===== src/rtl/core/rrkg_pkg.sv =====
`default_nettype none

package rrkg_pkg;

  localparam logic [2:0] REG_GRID_WIDTH   = 3'd0;
  localparam logic [2:0] REG_GRID_HEIGHT  = 3'd1;
  localparam logic [2:0] REG_SHAPE_MODE   = 3'd2;
  localparam logic [2:0] REG_INNER_RADIUS = 3'd3;
  localparam logic [2:0] REG_OUTER_RADIUS = 3'd4;
  localparam logic [2:0] REG_BORDER_WIDTH = 3'd5;

  localparam logic [10:0] RST_GRID_WIDTH   = 11'd64;
  localparam logic [10:0] RST_GRID_HEIGHT  = 11'd64;
  localparam logic        RST_SHAPE_MODE   = 1'b0;
  localparam logic [15:0] RST_INNER_RADIUS = 16'd448;
  localparam logic [15:0] RST_OUTER_RADIUS = 16'd1344;
  localparam logic [15:0] RST_BORDER_WIDTH = 16'd64;

  localparam logic        SHAPE_DISC = 1'b0;
  localparam logic        SHAPE_RING = 1'b1;

  localparam logic [16:0] ONE_Q16   = 17'h10000;
  localparam logic [4:0]  LAST_STEP = 5'd16;

  typedef struct packed {
    logic load_in;
    logic calc_sq;
    logic sqrt_init;
    logic sqrt_step;
    logic ramp_init;
    logic div_step;
    logic ramp_save;
    logic rsel;
    logic calc_w;
    logic out_load;
  } cmd_t;

  typedef struct packed {
    logic last_step;
    logic ring;
  } sts_t;

endpackage

`default_nettype wire


===== src/rtl/core/rrkg_datapath.sv =====
`default_nettype none

module rrkg_datapath #(
  parameter int MAX_DIM = 1024
) (
  input  wire                 clk,
  input  wire                 rst_n,
  input  wire                 cfg_we,
  input  wire [2:0]           cfg_index,
  input  wire [15:0]          cfg_data,
  input  wire [9:0]           in_col,
  input  wire [9:0]           in_row,
  input  wire                 in_first,
  input  wire rrkg_pkg::cmd_t cmd,
  output rrkg_pkg::sts_t      sts,
  output logic [16:0]         out_weight,
  output logic [36:0]         out_weight_sum
);

  logic [10:0] grid_width_r, grid_height_r;
  logic        shape_mode_r;
  logic [15:0] inner_radius_r, outer_radius_r, border_width_r;

  logic [9:0]  col_r, row_r;
  logic        first_r;
  logic [20:0] sq_r, sq_nxt;
  logic [32:0] rem_r, rem_nxt, root_r, root_nxt, bit_r, bit_nxt;
  logic [4:0]  cnt_r, cnt_nxt;
  logic [15:0] drem_r, drem_nxt;
  logic [16:0] dq_r, dq_nxt;
  logic        rconst_r, rconst_nxt;
  logic [16:0] rval_r, rval_nxt;
  logic [16:0] ri_r, ri_nxt, ro_r, ro_nxt;
  logic [16:0] w_r, w_nxt;
  logic [16:0] wout_r, wout_nxt;
  logic [36:0] sum_r, sum_nxt;

  logic [10:0]        gw_c, gh_c;
  logic signed [10:0] dx, dy;
  logic signed [21:0] dxx, dyy;
  logic [33:0]        trial_sq;
  logic               ge_sq;
  logic [15:0]        rad;
  logic signed [19:0] d2, lo, hi, diff;
  logic               below, above;
  logic [16:0]        trial_dv;
  logic               ge_dv;
  logic [16:0]        ramp_val;
  logic [33:0]        prod;

  // configuration registers
  always_ff @(posedge clk) begin
    if (!rst_n) begin
      grid_width_r   <= rrkg_pkg::RST_GRID_WIDTH;
      grid_height_r  <= rrkg_pkg::RST_GRID_HEIGHT;
      shape_mode_r   <= rrkg_pkg::RST_SHAPE_MODE;
      inner_radius_r <= rrkg_pkg::RST_INNER_RADIUS;
      outer_radius_r <= rrkg_pkg::RST_OUTER_RADIUS;
      border_width_r <= rrkg_pkg::RST_BORDER_WIDTH;
    end else if (cfg_we) begin
      unique case (cfg_index)
        rrkg_pkg::REG_GRID_WIDTH:   grid_width_r   <= cfg_data[10:0];
        rrkg_pkg::REG_GRID_HEIGHT:  grid_height_r  <= cfg_data[10:0];
        rrkg_pkg::REG_SHAPE_MODE:   shape_mode_r   <= cfg_data[0];
        rrkg_pkg::REG_INNER_RADIUS: inner_radius_r <= cfg_data;
        rrkg_pkg::REG_OUTER_RADIUS: outer_radius_r <= cfg_data;
        rrkg_pkg::REG_BORDER_WIDTH: border_width_r <= cfg_data;
        default: ;
      endcase
    end
  end

  // centre offsets and squared distance
  always_comb begin
    gw_c = ({21'd0, grid_width_r} > 32'(MAX_DIM)) ? 11'(MAX_DIM) : grid_width_r;
    gh_c = ({21'd0, grid_height_r} > 32'(MAX_DIM)) ? 11'(MAX_DIM) : grid_height_r;
    dx   = $signed({1'b0, col_r}) - $signed({1'b0, gw_c[10:1]});
    dy   = $signed({1'b0, row_r}) - $signed({1'b0, gh_c[10:1]});
    dxx  = dx * dx;
    dyy  = dy * dy;
    sq_nxt = cmd.calc_sq ? ({1'b0, dxx[19:0]} + {1'b0, dyy[19:0]}) : sq_r;
  end

  // bit-serial square root
  always_comb begin
    trial_sq = {1'b0, root_r} + {1'b0, bit_r};
    ge_sq    = {1'b0, rem_r} >= trial_sq;
    rem_nxt  = rem_r;
    root_nxt = root_r;
    bit_nxt  = bit_r;
    if (cmd.sqrt_init) begin
      rem_nxt  = {sq_r, 12'd0};
      root_nxt = '0;
      bit_nxt  = {1'b1, 32'd0};
    end else if (cmd.sqrt_step) begin
      if (ge_sq) begin
        rem_nxt  = rem_r - trial_sq[32:0];
        root_nxt = (root_r >> 1) + bit_r;
      end else begin
        root_nxt = root_r >> 1;
      end
      bit_nxt = bit_r >> 2;
    end
  end

  // ramp classification and restoring division
  always_comb begin
    rad   = cmd.rsel ? outer_radius_r : inner_radius_r;
    d2    = $signed({2'b00, root_r[16:0], 1'b0});
    lo    = $signed({3'b000, rad, 1'b0}) - $signed({4'b0000, border_width_r});
    hi    = $signed({3'b000, rad, 1'b0}) + $signed({4'b0000, border_width_r});
    below = d2 < lo;
    above = d2 > hi;
    diff  = d2 - lo;

    trial_dv = {drem_r, dq_r[16]};
    ge_dv    = trial_dv >= {1'b0, border_width_r};

    drem_nxt   = drem_r;
    dq_nxt     = dq_r;
    rconst_nxt = rconst_r;
    rval_nxt   = rval_r;
    if (cmd.ramp_init) begin
      drem_nxt   = {1'b0, diff[16:2]};
      dq_nxt     = {diff[1:0], 15'd0};
      rconst_nxt = below || above || (border_width_r == 16'd0);
      rval_nxt   = above ? rrkg_pkg::ONE_Q16 : 17'd0;
    end else if (cmd.div_step) begin
      drem_nxt = ge_dv ? 16'(trial_dv - {1'b0, border_width_r}) : trial_dv[15:0];
      dq_nxt   = {dq_r[15:0], ge_dv};
    end
  end

  // shared step counter
  always_comb begin
    cnt_nxt = cnt_r;
    if (cmd.sqrt_init || cmd.ramp_init) begin
      cnt_nxt = '0;
    end else if (cmd.sqrt_step || cmd.div_step) begin
      cnt_nxt = cnt_r + 5'd1;
    end
  end

  // ramp results, weight and running sum
  always_comb begin
    ramp_val = rconst_r ? rval_r : dq_r;
    ri_nxt   = (cmd.ramp_save && !cmd.rsel) ? ramp_val : ri_r;
    ro_nxt   = (cmd.ramp_save && cmd.rsel) ? ramp_val : ro_r;
    prod     = ri_r * (rrkg_pkg::ONE_Q16 - ro_r);
    w_nxt    = w_r;
    if (cmd.calc_w) begin
      w_nxt = (shape_mode_r == rrkg_pkg::SHAPE_RING) ? prod[32:16]
                                                     : rrkg_pkg::ONE_Q16 - ri_r;
    end
    wout_nxt = cmd.out_load ? w_r : wout_r;
    sum_nxt  = cmd.out_load ? ((first_r ? 37'd0 : sum_r) + {20'd0, w_r}) : sum_r;
  end

  always_ff @(posedge clk) begin
    if (!rst_n) begin
      sum_r <= '0;
      cnt_r <= '0;
    end else begin
      sum_r <= sum_nxt;
      cnt_r <= cnt_nxt;
    end
  end

  always_ff @(posedge clk) begin
    if (cmd.load_in) begin
      col_r   <= in_col;
      row_r   <= in_row;
      first_r <= in_first;
    end
    sq_r     <= sq_nxt;
    rem_r    <= rem_nxt;
    root_r   <= root_nxt;
    bit_r    <= bit_nxt;
    drem_r   <= drem_nxt;
    dq_r     <= dq_nxt;
    rconst_r <= rconst_nxt;
    rval_r   <= rval_nxt;
    ri_r     <= ri_nxt;
    ro_r     <= ro_nxt;
    w_r      <= w_nxt;
    wout_r   <= wout_nxt;
  end

  assign sts = '{last_step: (cnt_r == rrkg_pkg::LAST_STEP),
                 ring:      (shape_mode_r == rrkg_pkg::SHAPE_RING)};
  assign out_weight       = wout_r;
  assign out_weight_sum   = sum_r;

endmodule

`default_nettype wire


===== src/rtl/core/rrkg_ctrl.sv =====
`default_nettype none

module rrkg_ctrl (
  input  wire                 clk,
  input  wire                 rst_n,
  input  wire                 in_valid,
  output logic                in_ready,
  output logic                out_valid,
  input  wire                 out_ready,
  input  wire rrkg_pkg::sts_t sts,
  output rrkg_pkg::cmd_t      cmd
);

  typedef enum logic [11:0] {
    S_IDLE  = 12'b000000000001,
    S_SQ    = 12'b000000000010,
    S_RINIT = 12'b000000000100,
    S_ROOT  = 12'b000000001000,
    S_RMP_I = 12'b000000010000,
    S_DIV_I = 12'b000000100000,
    S_SAV_I = 12'b000001000000,
    S_RMP_O = 12'b000010000000,
    S_DIV_O = 12'b000100000000,
    S_SAV_O = 12'b001000000000,
    S_WGT   = 12'b010000000000,
    S_OUT   = 12'b100000000000
  } state_t;

  state_t state_r, state_nxt;
  logic   out_valid_r, out_valid_nxt;
  logic   out_free;

  assign out_free = !out_valid_r || out_ready;

  always_comb begin
    state_nxt = state_r;
    cmd       = '0;
    in_ready  = 1'b0;
    unique case (state_r)
      S_IDLE: begin
        in_ready = 1'b1;
        if (in_valid) begin
          cmd.load_in = 1'b1;
          state_nxt   = S_SQ;
        end
      end
      S_SQ: begin
        cmd.calc_sq = 1'b1;
        state_nxt   = S_RINIT;
      end
      S_RINIT: begin
        cmd.sqrt_init = 1'b1;
        state_nxt     = S_ROOT;
      end
      S_ROOT: begin
        cmd.sqrt_step = 1'b1;
        if (sts.last_step) state_nxt = S_RMP_I;
      end
      S_RMP_I: begin
        cmd.ramp_init = 1'b1;
        state_nxt     = S_DIV_I;
      end
      S_DIV_I: begin
        cmd.div_step = 1'b1;
        if (sts.last_step) state_nxt = S_SAV_I;
      end
      S_SAV_I: begin
        cmd.ramp_save = 1'b1;
        state_nxt     = sts.ring ? S_RMP_O : S_WGT;
      end
      S_RMP_O: begin
        cmd.ramp_init = 1'b1;
        cmd.rsel      = 1'b1;
        state_nxt     = S_DIV_O;
      end
      S_DIV_O: begin
        cmd.div_step = 1'b1;
        cmd.rsel     = 1'b1;
        if (sts.last_step) state_nxt = S_SAV_O;
      end
      S_SAV_O: begin
        cmd.ramp_save = 1'b1;
        cmd.rsel      = 1'b1;
        state_nxt     = S_WGT;
      end
      S_WGT: begin
        cmd.calc_w = 1'b1;
        state_nxt  = S_OUT;
      end
      S_OUT: begin
        if (out_free) begin
          cmd.out_load = 1'b1;
          state_nxt    = S_IDLE;
        end
      end
      default: state_nxt = S_IDLE;
    endcase
  end

  always_comb begin
    out_valid_nxt = out_valid_r;
    if (cmd.out_load) begin
      out_valid_nxt = 1'b1;
    end else if (out_ready) begin
      out_valid_nxt = 1'b0;
    end
  end

  always_ff @(posedge clk) begin
    if (!rst_n) begin
      state_r     <= S_IDLE;
      out_valid_r <= 1'b0;
    end else begin
      state_r     <= state_nxt;
      out_valid_r <= out_valid_nxt;
    end
  end

  assign out_valid = out_valid_r;

endmodule

`default_nettype wire


===== src/rtl/core/radial_ramp_kernel_generator.sv =====
// radial ramp kernel generator
// input channel: in_valid / in_ready with in_col, in_row, in_first; one item per pixel.
// in_first clears the running sum before this item's weight is added.
// result channel: out_valid / out_ready with out_weight (q1.16) and out_weight_sum.
// config channel: cfg_valid / cfg_ready with cfg_index and cfg_data; cfg_ready is always
// high; registers are to be written only while no item is in flight (the block does not enforce this).
// the 17-step square root and one (disc) or two (ring) 17-step divisions run on a single
// shared datapath, so one item is processed at a time; the next is accepted only after
// the current result has been loaded into the output register.
// a finished result sits in the output register; the next item is accepted meanwhile
// and, if the receiver still stalls, waits in its final state until the register frees.
// reset (synchronous, rst_n low) returns the registers to their defaults, clears the
// running sum and drops out_valid.
`default_nettype none

module radial_ramp_kernel_generator #(
  parameter int MAX_DIM = 1024
) (
  input  wire         clk,
  input  wire         rst_n,
  input  wire         cfg_valid,
  output logic        cfg_ready,
  input  wire  [2:0]  cfg_index,
  input  wire  [15:0] cfg_data,
  input  wire         in_valid,
  output logic        in_ready,
  input  wire  [9:0]  in_col,
  input  wire  [9:0]  in_row,
  input  wire         in_first,
  output logic        out_valid,
  input  wire         out_ready,
  output logic [16:0] out_weight,
  output logic [36:0] out_weight_sum
);

  rrkg_pkg::cmd_t cmd;
  rrkg_pkg::sts_t sts;

  assign cfg_ready = 1'b1;

  rrkg_ctrl u_ctrl (
    .clk       (clk),
    .rst_n     (rst_n),
    .in_valid  (in_valid),
    .in_ready  (in_ready),
    .out_valid (out_valid),
    .out_ready (out_ready),
    .sts       (sts),
    .cmd       (cmd)
  );

  rrkg_datapath #(
    .MAX_DIM (MAX_DIM)
  ) u_dp (
    .clk            (clk),
    .rst_n          (rst_n),
    .cfg_we         (cfg_valid),
    .cfg_index      (cfg_index),
    .cfg_data       (cfg_data),
    .in_col         (in_col),
    .in_row         (in_row),
    .in_first       (in_first),
    .cmd            (cmd),
    .sts            (sts),
    .out_weight     (out_weight),
    .out_weight_sum (out_weight_sum)
  );

endmodule

`default_nettype wire


===== config.mk =====
export PLATFORM = sky130hd
export DESIGN_NAME = radial_ramp_kernel_generator
export DESIGN_NICKNAME = d
export VERILOG_FILES = /design/src/rtl/core/rrkg_pkg.sv /design/src/rtl/core/rrkg_datapath.sv /design/src/rtl/core/rrkg_ctrl.sv /design/src/rtl/core/radial_ramp_kernel_generator.sv
export SDC_FILE = /design/constraint.sdc
export NUM_CORES = 2
export LEC_CHECK = 0
export BUFFER_PORTS_ARGS = -buffer_cell sky130_fd_sc_hd__buf_4
export CAP_MARGIN = 20
export CELL_PAD_IN_SITES_DETAIL_PLACEMENT = 0
export CELL_PAD_IN_SITES_GLOBAL_PLACEMENT = 1
export CORE_ASPECT_RATIO = 0.9
export CORE_UTILIZATION = 46
export DETAILED_ROUTE_END_ITERATION = 16
export PLACE_DENSITY_LB_ADDON = 0.08
export SYNTH_ARGS = -nofsm -noshare
export SYNTH_HDL_FRONTEND = slang
export SYNTH_SLANG_ARGS = --single-unit

===== constraint.sdc =====
create_clock -name clk -period 7.6 [get_ports clk]
set_input_delay 0.76 -clock clk [delete_from_list [all_inputs] [get_ports clk]]
set_output_delay 0.76 -clock clk [all_outputs]
set_load 0.1 [all_outputs]

# Word level (Yosys, flattened, before mapping)
# Index checks and enable logic that the tools add are counted.
# Widths: inputs -> output; s select.
op_classes:
  n_addsub: 14
  mul: 3
  magnitude_cmp: 6
  n_eq_ne: 23
  muxes: 38
  n_bitwise: 1
  n_reduce_logical: 29
ops:
  columns: ["operator", "count"]
  rows:
  - ["$pmux 12 s12", 1]
  - ["$mux 33", 4]
  - ["$mux 17", 5]
  - ["$mux 12", 5]
  - ["$mul 11x11->20", 2]
  - ["$add 37x17->37", 1]
  - ["$mux 37", 1]
  - ["$add 33x33->34", 1]
  - ["$ge 33x34->1", 1]
  - ["$mul 17x34->33", 1]
  - ["$add 32x33->33", 1]
  - ["$mux 11", 3]
  - ["$sub 33x33->33", 1]
  - ["$mux 16", 2]
  - ["$mux 15", 2]
  - ["$gt 11x11->1 const B", 2]
  - ["$sub 10x10->11", 2]
  - ["$add 20x20->21", 1]
  - ["$lt 19x18->1", 1]
  - ["$add 17x16->18", 1]
  - ["$gt 18x18->1", 1]
  - ["$sub 17x16->18", 1]
  - ["$sub 17x17->18 const A", 1]
  - ["$ge 17x16->1", 1]
  - ["34 further kinds", 72]
totals:
  register_bits: 370
  in_bits: 45
  wordCells: 142

# Logic depth before layout (Yosys ltp)
logic_depth:
  word_depth: 8
  depth_mapped: 40
  mapped_depth_nobuf: 39

# By module
# A second synthesis with hierarchy kept.
unflattened:
  hier_cells: 4558
  area_unflattened_um2: 40257.4
modules_own_cells:
  columns: ["module", "instances", "cells_each", "area_per_inst_um2", "seq_area_each_um2"]
  rows:
  - ["rrkg_datapath", 1, 4446, 39375.3, 8287.9]
  - ["rrkg_ctrl", 1, 110, 870.8, 260.2]
  - ["radial_ramp_kernel_generator", 1, 2, 11.3, 0.0]

# Worst setup path after synthesis
# No wires, ideal clock.
synth_path:
  kind: "reg-to-reg"
  start: "register u_dp.grid_width_r[10]"
  end: "register u_dp.sq_r[20] (data pin)"
  setup_time_ns: 0.254
  arrival_time_ns: 7.939
  setup_slack_ns: -0.592
  path_stages_with_launch: 36
  path_buffers: 0
  period_less_slack_ns: 8.192
  cell_sequence: "dfxtp_1 clkinv_1 nand2_1 ha_1 nor2b_1 o21ai_0 a21boi_0 o21ai_0 a21boi_0 o21ai_0 nand2_1 xor2_1 nand2_1 fa_1 inv_1 fa_1 inv_1 fa_1 inv_1 fa_1 inv_1 fa_1 inv_1 ha_1 a2111oi_0 nor3_1 a2111oi_0 nor3_1 xor2_1 ha_1 a21o_1 a21o_1 a21oi_1 o21ai_0 a21o_1 a21o_1"
synth_between:
  elab_chain_len: 5
synth_lines:
  columns: ["item", "line", "text"]
  rows:
  - ["from (decl)", "rrkg_datapath.sv:20", "logic [10:0] grid_width_r, grid_height_r;"]
  - ["from (signal assigned)", "rrkg_datapath.sv:54", "grid_width_r <= rrkg_pkg::RST_GRID_WIDTH;"]
  - ["from (signal assigned)", "rrkg_datapath.sv:62", "rrkg_pkg::REG_GRID_WIDTH: grid_width_r <= cfg_data[10:0];"]
  - ["$gt 11x11->1", "rrkg_datapath.sv:75", "gw_c = ({21'd0, grid_width_r} > 32'(MAX_DIM)) ? 11'(MAX_DIM) : grid_width_r;"]
  - ["$mux 11 (*)", "rrkg_datapath.sv:75", null]
  - ["$sub 10x10->11 (*)", "rrkg_datapath.sv:77", "dx = $signed({1'b0, col_r}) - $signed({1'b0, gw_c[10:1]});"]
  - ["$mul 11x11->20 (*)", "rrkg_datapath.sv:79", "dxx = dx * dx;"]
  - ["$add 20x20->21 (*)", "rrkg_datapath.sv:81", "sq_nxt = cmd.calc_sq ? ({1'b0, dxx[19:0]} + {1'b0, dyy[19:0]}) : sq_r;"]
  - ["to (signal assigned)", "rrkg_datapath.sv:175", "sq_r <= sq_nxt;"]
  - ["to (decl)", "rrkg_datapath.sv:26", "logic [20:0] sq_r, sq_nxt;"]
# Mark *: on every way between the ends. The rest lies on a longest branch, timed or not.
# A chain may end at the register's enable or synchronous reset.

# Final worst setup path
layout_path:
  start: "register u_dp.grid_width_r[10]"
  end: "register u_dp.sq_r[19] (data pin)"
# The elaborated chain is that of the path after synthesis.

==> Implementation_results.wiki <==
{| class="wikitable"
! Metric !! Value
|-
| Result of the run || complete, but fails checks
|-
| Violated checks || setup timing
|-
| TritonCTS clock tree || yes
|-
| Average detailed-routed wire length per instance || 18.0 µm
|-
| Arrival time of the worst setup path || 8080 ps
|-
| Ys Warns || 0
|-
| Total Wirelength || 111000 µm
|-
| Fin util || 54.8%
|-
| Hold Violations, Final || 0
|-
| Count of different cell masters after synthesis || 90
|-
| Multi-input gate area in the final layout || 30300 µm²
|-
| First-pass detailed-route iteration total || 5
|-
| Maximum number of pins on one net before global-route repair || 76
|-
| Slowest cell on the critical path || sky130_fd_sc_hd__fa_1
|-
| Number of sinks handled by clock tree synthesis || 352
|-
| Endpoints failing setup || 3
|-
| Achievable Freq || 129 MHz
|-
| Shortest period the worst path allows || 7730 ps
|-
| Placement-stage worst setup slack || -485 ps
|-
| Mapped Cells || 4640
|-
| CP max stage delay || 520 ps
|-
| Share of flip-flops with an asynchronous set or reset || 0%
|-
| Final number of max-transition violations || 0
|-
| Nature of the critical path endpoint || flip-flop
|-
| Worst EP required || 7950 ps
|-
| Area of all sequential standard cells || 8560 µm²
|-
| Total Die Area || 90400 µm²
|-
| Largest driver fanout on the critical path || 4
|-
| DR vias/cell || 5.23
|-
| Most used cells in the layout excluding fill and tap cells || sky130_fd_sc_hd__inv_1 (676), sky130_fd_sc_hd__nand2_1 (664), sky130_fd_sc_hd__fa_1 (479)
|-
| Cell type contributing the most total cell area after synthesis || sky130_fd_sc_hd__fa_1
|-
| Clock buffer depth || 3
|-
| Count of input and output buffers || 100
|-
| Smallest setup slack after layout || -128 ps
|-
| Synthesized net count || 5530
|-
| Overall routing resource usage || 25.1%
|-
| Setup_tns || -270 ps
|-
| Number of CTS-inserted buffers || 44
|-
| Crit path kind || reg2reg
|-
| Placement row count || 103
|-
| Worst Setup Start Kind || flip-flop
|-
| Top post-synthesis cells by area || sky130_fd_sc_hd__fa_1 (24%), sky130_fd_sc_hd__edfxtp_1 (11%), sky130_fd_sc_hd__ha_1 (11%), sky130_fd_sc_hd__dfxtp_1 (9.9%), sky130_fd_sc_hd__inv_1 (6.4%)
|-
| Share of the yosys chip area belonging to registers || 20.8%
|-
| Clock insertion delay at the later pin of the skew report || 600 ps
|-
| Clock transition at path regs || 60 ps
|-
| Grt ovf || 0
|-
| Layout fillers || 8220
|-
| Via count of the first global-routing pass || 32900
|-
| Starting Density || 46.6%
|-
| Worst slew pin tran || 973 ps
|-
| Critical path's most frequent cell || sky130_fd_sc_hd__fa_1
|-
| Most frequent standard cell in the layout excluding fill and tap cells || sky130_fd_sc_hd__inv_1
|-
| Die H || 285 µm
|-
| Max-cap violations || 0
|-
| Worst hold-check path type || in2reg
|-
| DRC violation count after routing || 0
|-
| Number of nets with antenna violations after routing || 0
|-
| Number of levels in the clock H-tree || 2
|-
| Post-route clock skew || 28.5 ps
|-
| Part of the cycle the worst path needs || 102%
|-
| Total half-perimeter wirelength after legalization and detailed placement || 88900 µm
|-
| Number of enable-type register cells in the synthesized netlist || 150
|-
| Summed instance area of the synthesized netlist || 41000 µm²
|-
| Share of layout cells above drive strength 1 || 15.7%
|-
| Dominant synthesized flop cell || sky130_fd_sc_hd__dfxtp_1
|-
| Area share of the largest cell type after synthesis || 23.9%
|-
| Average cell area after synthesis || 8.84 µm²
|-
| Initial antenna violation count || 4
|-
| Flop and latch count out of synthesis || 352
|-
| Die Wd || 317 µm
|-
| First-pass GRT wire length || 179000 µm
|-
| Ports || 102
|-
| Area growth from synthesis to final layout || 17.5%
|-
| Violation count after the first detailed-routing iteration || 1971
|-
| Clk root buf || sky130_fd_sc_hd__clkbuf_16
|-
| Slew margin rel. || 35.1%
|-
| Total via count in the routed design || 32400
|-
| RSZ-0062 raised after global routing || yes
|-
| Area of the core region || 88000 µm²
|-
| Final Net Count || 5884
|-
| Final GP Congestion || 0.866
|}
cell type report:
type | count | area share, %
Clock inverter | 26 | 0.649
Clock buffer | 56 | 2.51
Sequential cell | 352 | 17.8
Inverter | 702 | 5.50
Multi-Input combinational cell | 3421 | 62.9
Tap cell | 1155 | 3.00
Antenna cell | 1 | 0.00519
Timing Repair Buffer | 473 | 7.65
cell families (layout without fill, tap and decap cells):
group / count (synthesis) / count (layout) / synth area share [%]
simple gates: 1469 / 1469 / 16.7
fa+ha+maj: 845 / 845 / 34.7
xor+xnor: 296 / 296 / 6.32
compound gates: 773 / 773 / 12.4
buf+inv: 867 / 1257 / 8.01
other cells: 1 / 2 / 0.00914
mux: 37 / 37 / 0.970
flops: 352 / 352 / 20.8
worst max-delay path: cells and delay by family, from the launching register on:
family	cells	cell delay [ps]
xor gates and xnor gates	2	230
buffers and inverters	6	340
adders and majority gates	9	3440
DFF	1	360
and+or+nand+nor	7	1250
AOI/OAI and AO/OA	11	1870
cell usage after synthesis, types with 12 or more instances:
cell,instances
sky130_fd_sc_hd__inv_1,696
sky130_fd_sc_hd__nand2_1,681
sky130_fd_sc_hd__fa_1,489
sky130_fd_sc_hd__ha_1,356
sky130_fd_sc_hd__nor2_1,221
sky130_fd_sc_hd__dfxtp_1,202
sky130_fd_sc_hd__a21oi_1,194
sky130_fd_sc_hd__xnor2_1,165
sky130_fd_sc_hd__o21ai_0,154
sky130_fd_sc_hd__edfxtp_1,150
sky130_fd_sc_hd__clkbuf_1,148
sky130_fd_sc_hd__and2_1,143
sky130_fd_sc_hd__xor2_1,131
sky130_fd_sc_hd__nand3_1,84
sky130_fd_sc_hd__nor2b_1,81
sky130_fd_sc_hd__a21boi_0,77
sky130_fd_sc_hd__nor3_1,65
sky130_fd_sc_hd__a21o_1,57
sky130_fd_sc_hd__a211oi_1,41
sky130_fd_sc_hd__o21bai_1,34
sky130_fd_sc_hd__a31oi_1,33
sky130_fd_sc_hd__and3_1,33
sky130_fd_sc_hd__nand2b_1,31
sky130_fd_sc_hd__o21a_1,25
sky130_fd_sc_hd__or3_1,25
sky130_fd_sc_hd__mux2_2,22
sky130_fd_sc_hd__nand4_1,21
sky130_fd_sc_hd__nor4_1,21
sky130_fd_sc_hd__a22o_1,16
sky130_fd_sc_hd__mux2i_1,15
sky130_fd_sc_hd__o211ai_1,12
sequential cells by signal (all words and copies together) (netlist names), 12 cells and up:
signal	flops
u_dp.bit_r	17
u_dp.w_r	17
u_dp.drem_r	16
u_dp.root_r	33
u_dp.sq_r	21
u_dp.dq_r	17
u_dp.ri_r	17
u_dp.ro_r	17
u_dp.rem_r	33
u_ctrl.state_r	12
u_dp.outer_radius_r	16
u_dp.out_weight	17
u_dp.border_width_r	16
u_dp.inner_radius_r	16
u_dp.out_weight_sum	37
worst paths after layout:
check	start	end	slack [ps]	cells past startpoint
worst max-delay path	u_dp.grid_width_r[10]	u_dp.sq_r[19]	-130	35
worst min register to register	u_dp.rem_r[4]	u_dp.rem_r[4]	460	2
worst min-delay path	in_first	u_dp.first_r	340	1
worst max register to register	u_dp.grid_width_r[10]	u_dp.sq_r[19]	-130	35
routing by layer:
layer  wire length (µm)  vias to the layer above  GRT usage, %
met3               4130                      140          3.09
met2              51100                      486          40.1
li1                   -                    15900             -
met4               2900                        0          6.51
met5                  0                        -             0
met1              53300                    15800          36.0
stage by stage:
| step | hold slack (ps) | instances | instance area [µm²] |
|---|---|---|---|
| after CTS | 303 | 6163 | 47200 |
| after global routing | 315 | 6186 | 48200 |
| after floorplan | 421 | 4640 | 41100 |
| final | 341 | 6186 | 48200 |
| after detailed placement | 449 | 6057 | 45200 |
| after global placement | 445 | 6056 | 45200 |
repair_timing:
action,CTS,global route
hold buffers,0,0
pin swaps,48,145
setup buffers,24,27
endpoints found under the setup margin,15,21
gates resized for setup,77,177
Power is left out: the tool's default activity adds up to more than one toggle a clock period on the data nets, which glitch-free logic cannot reach.
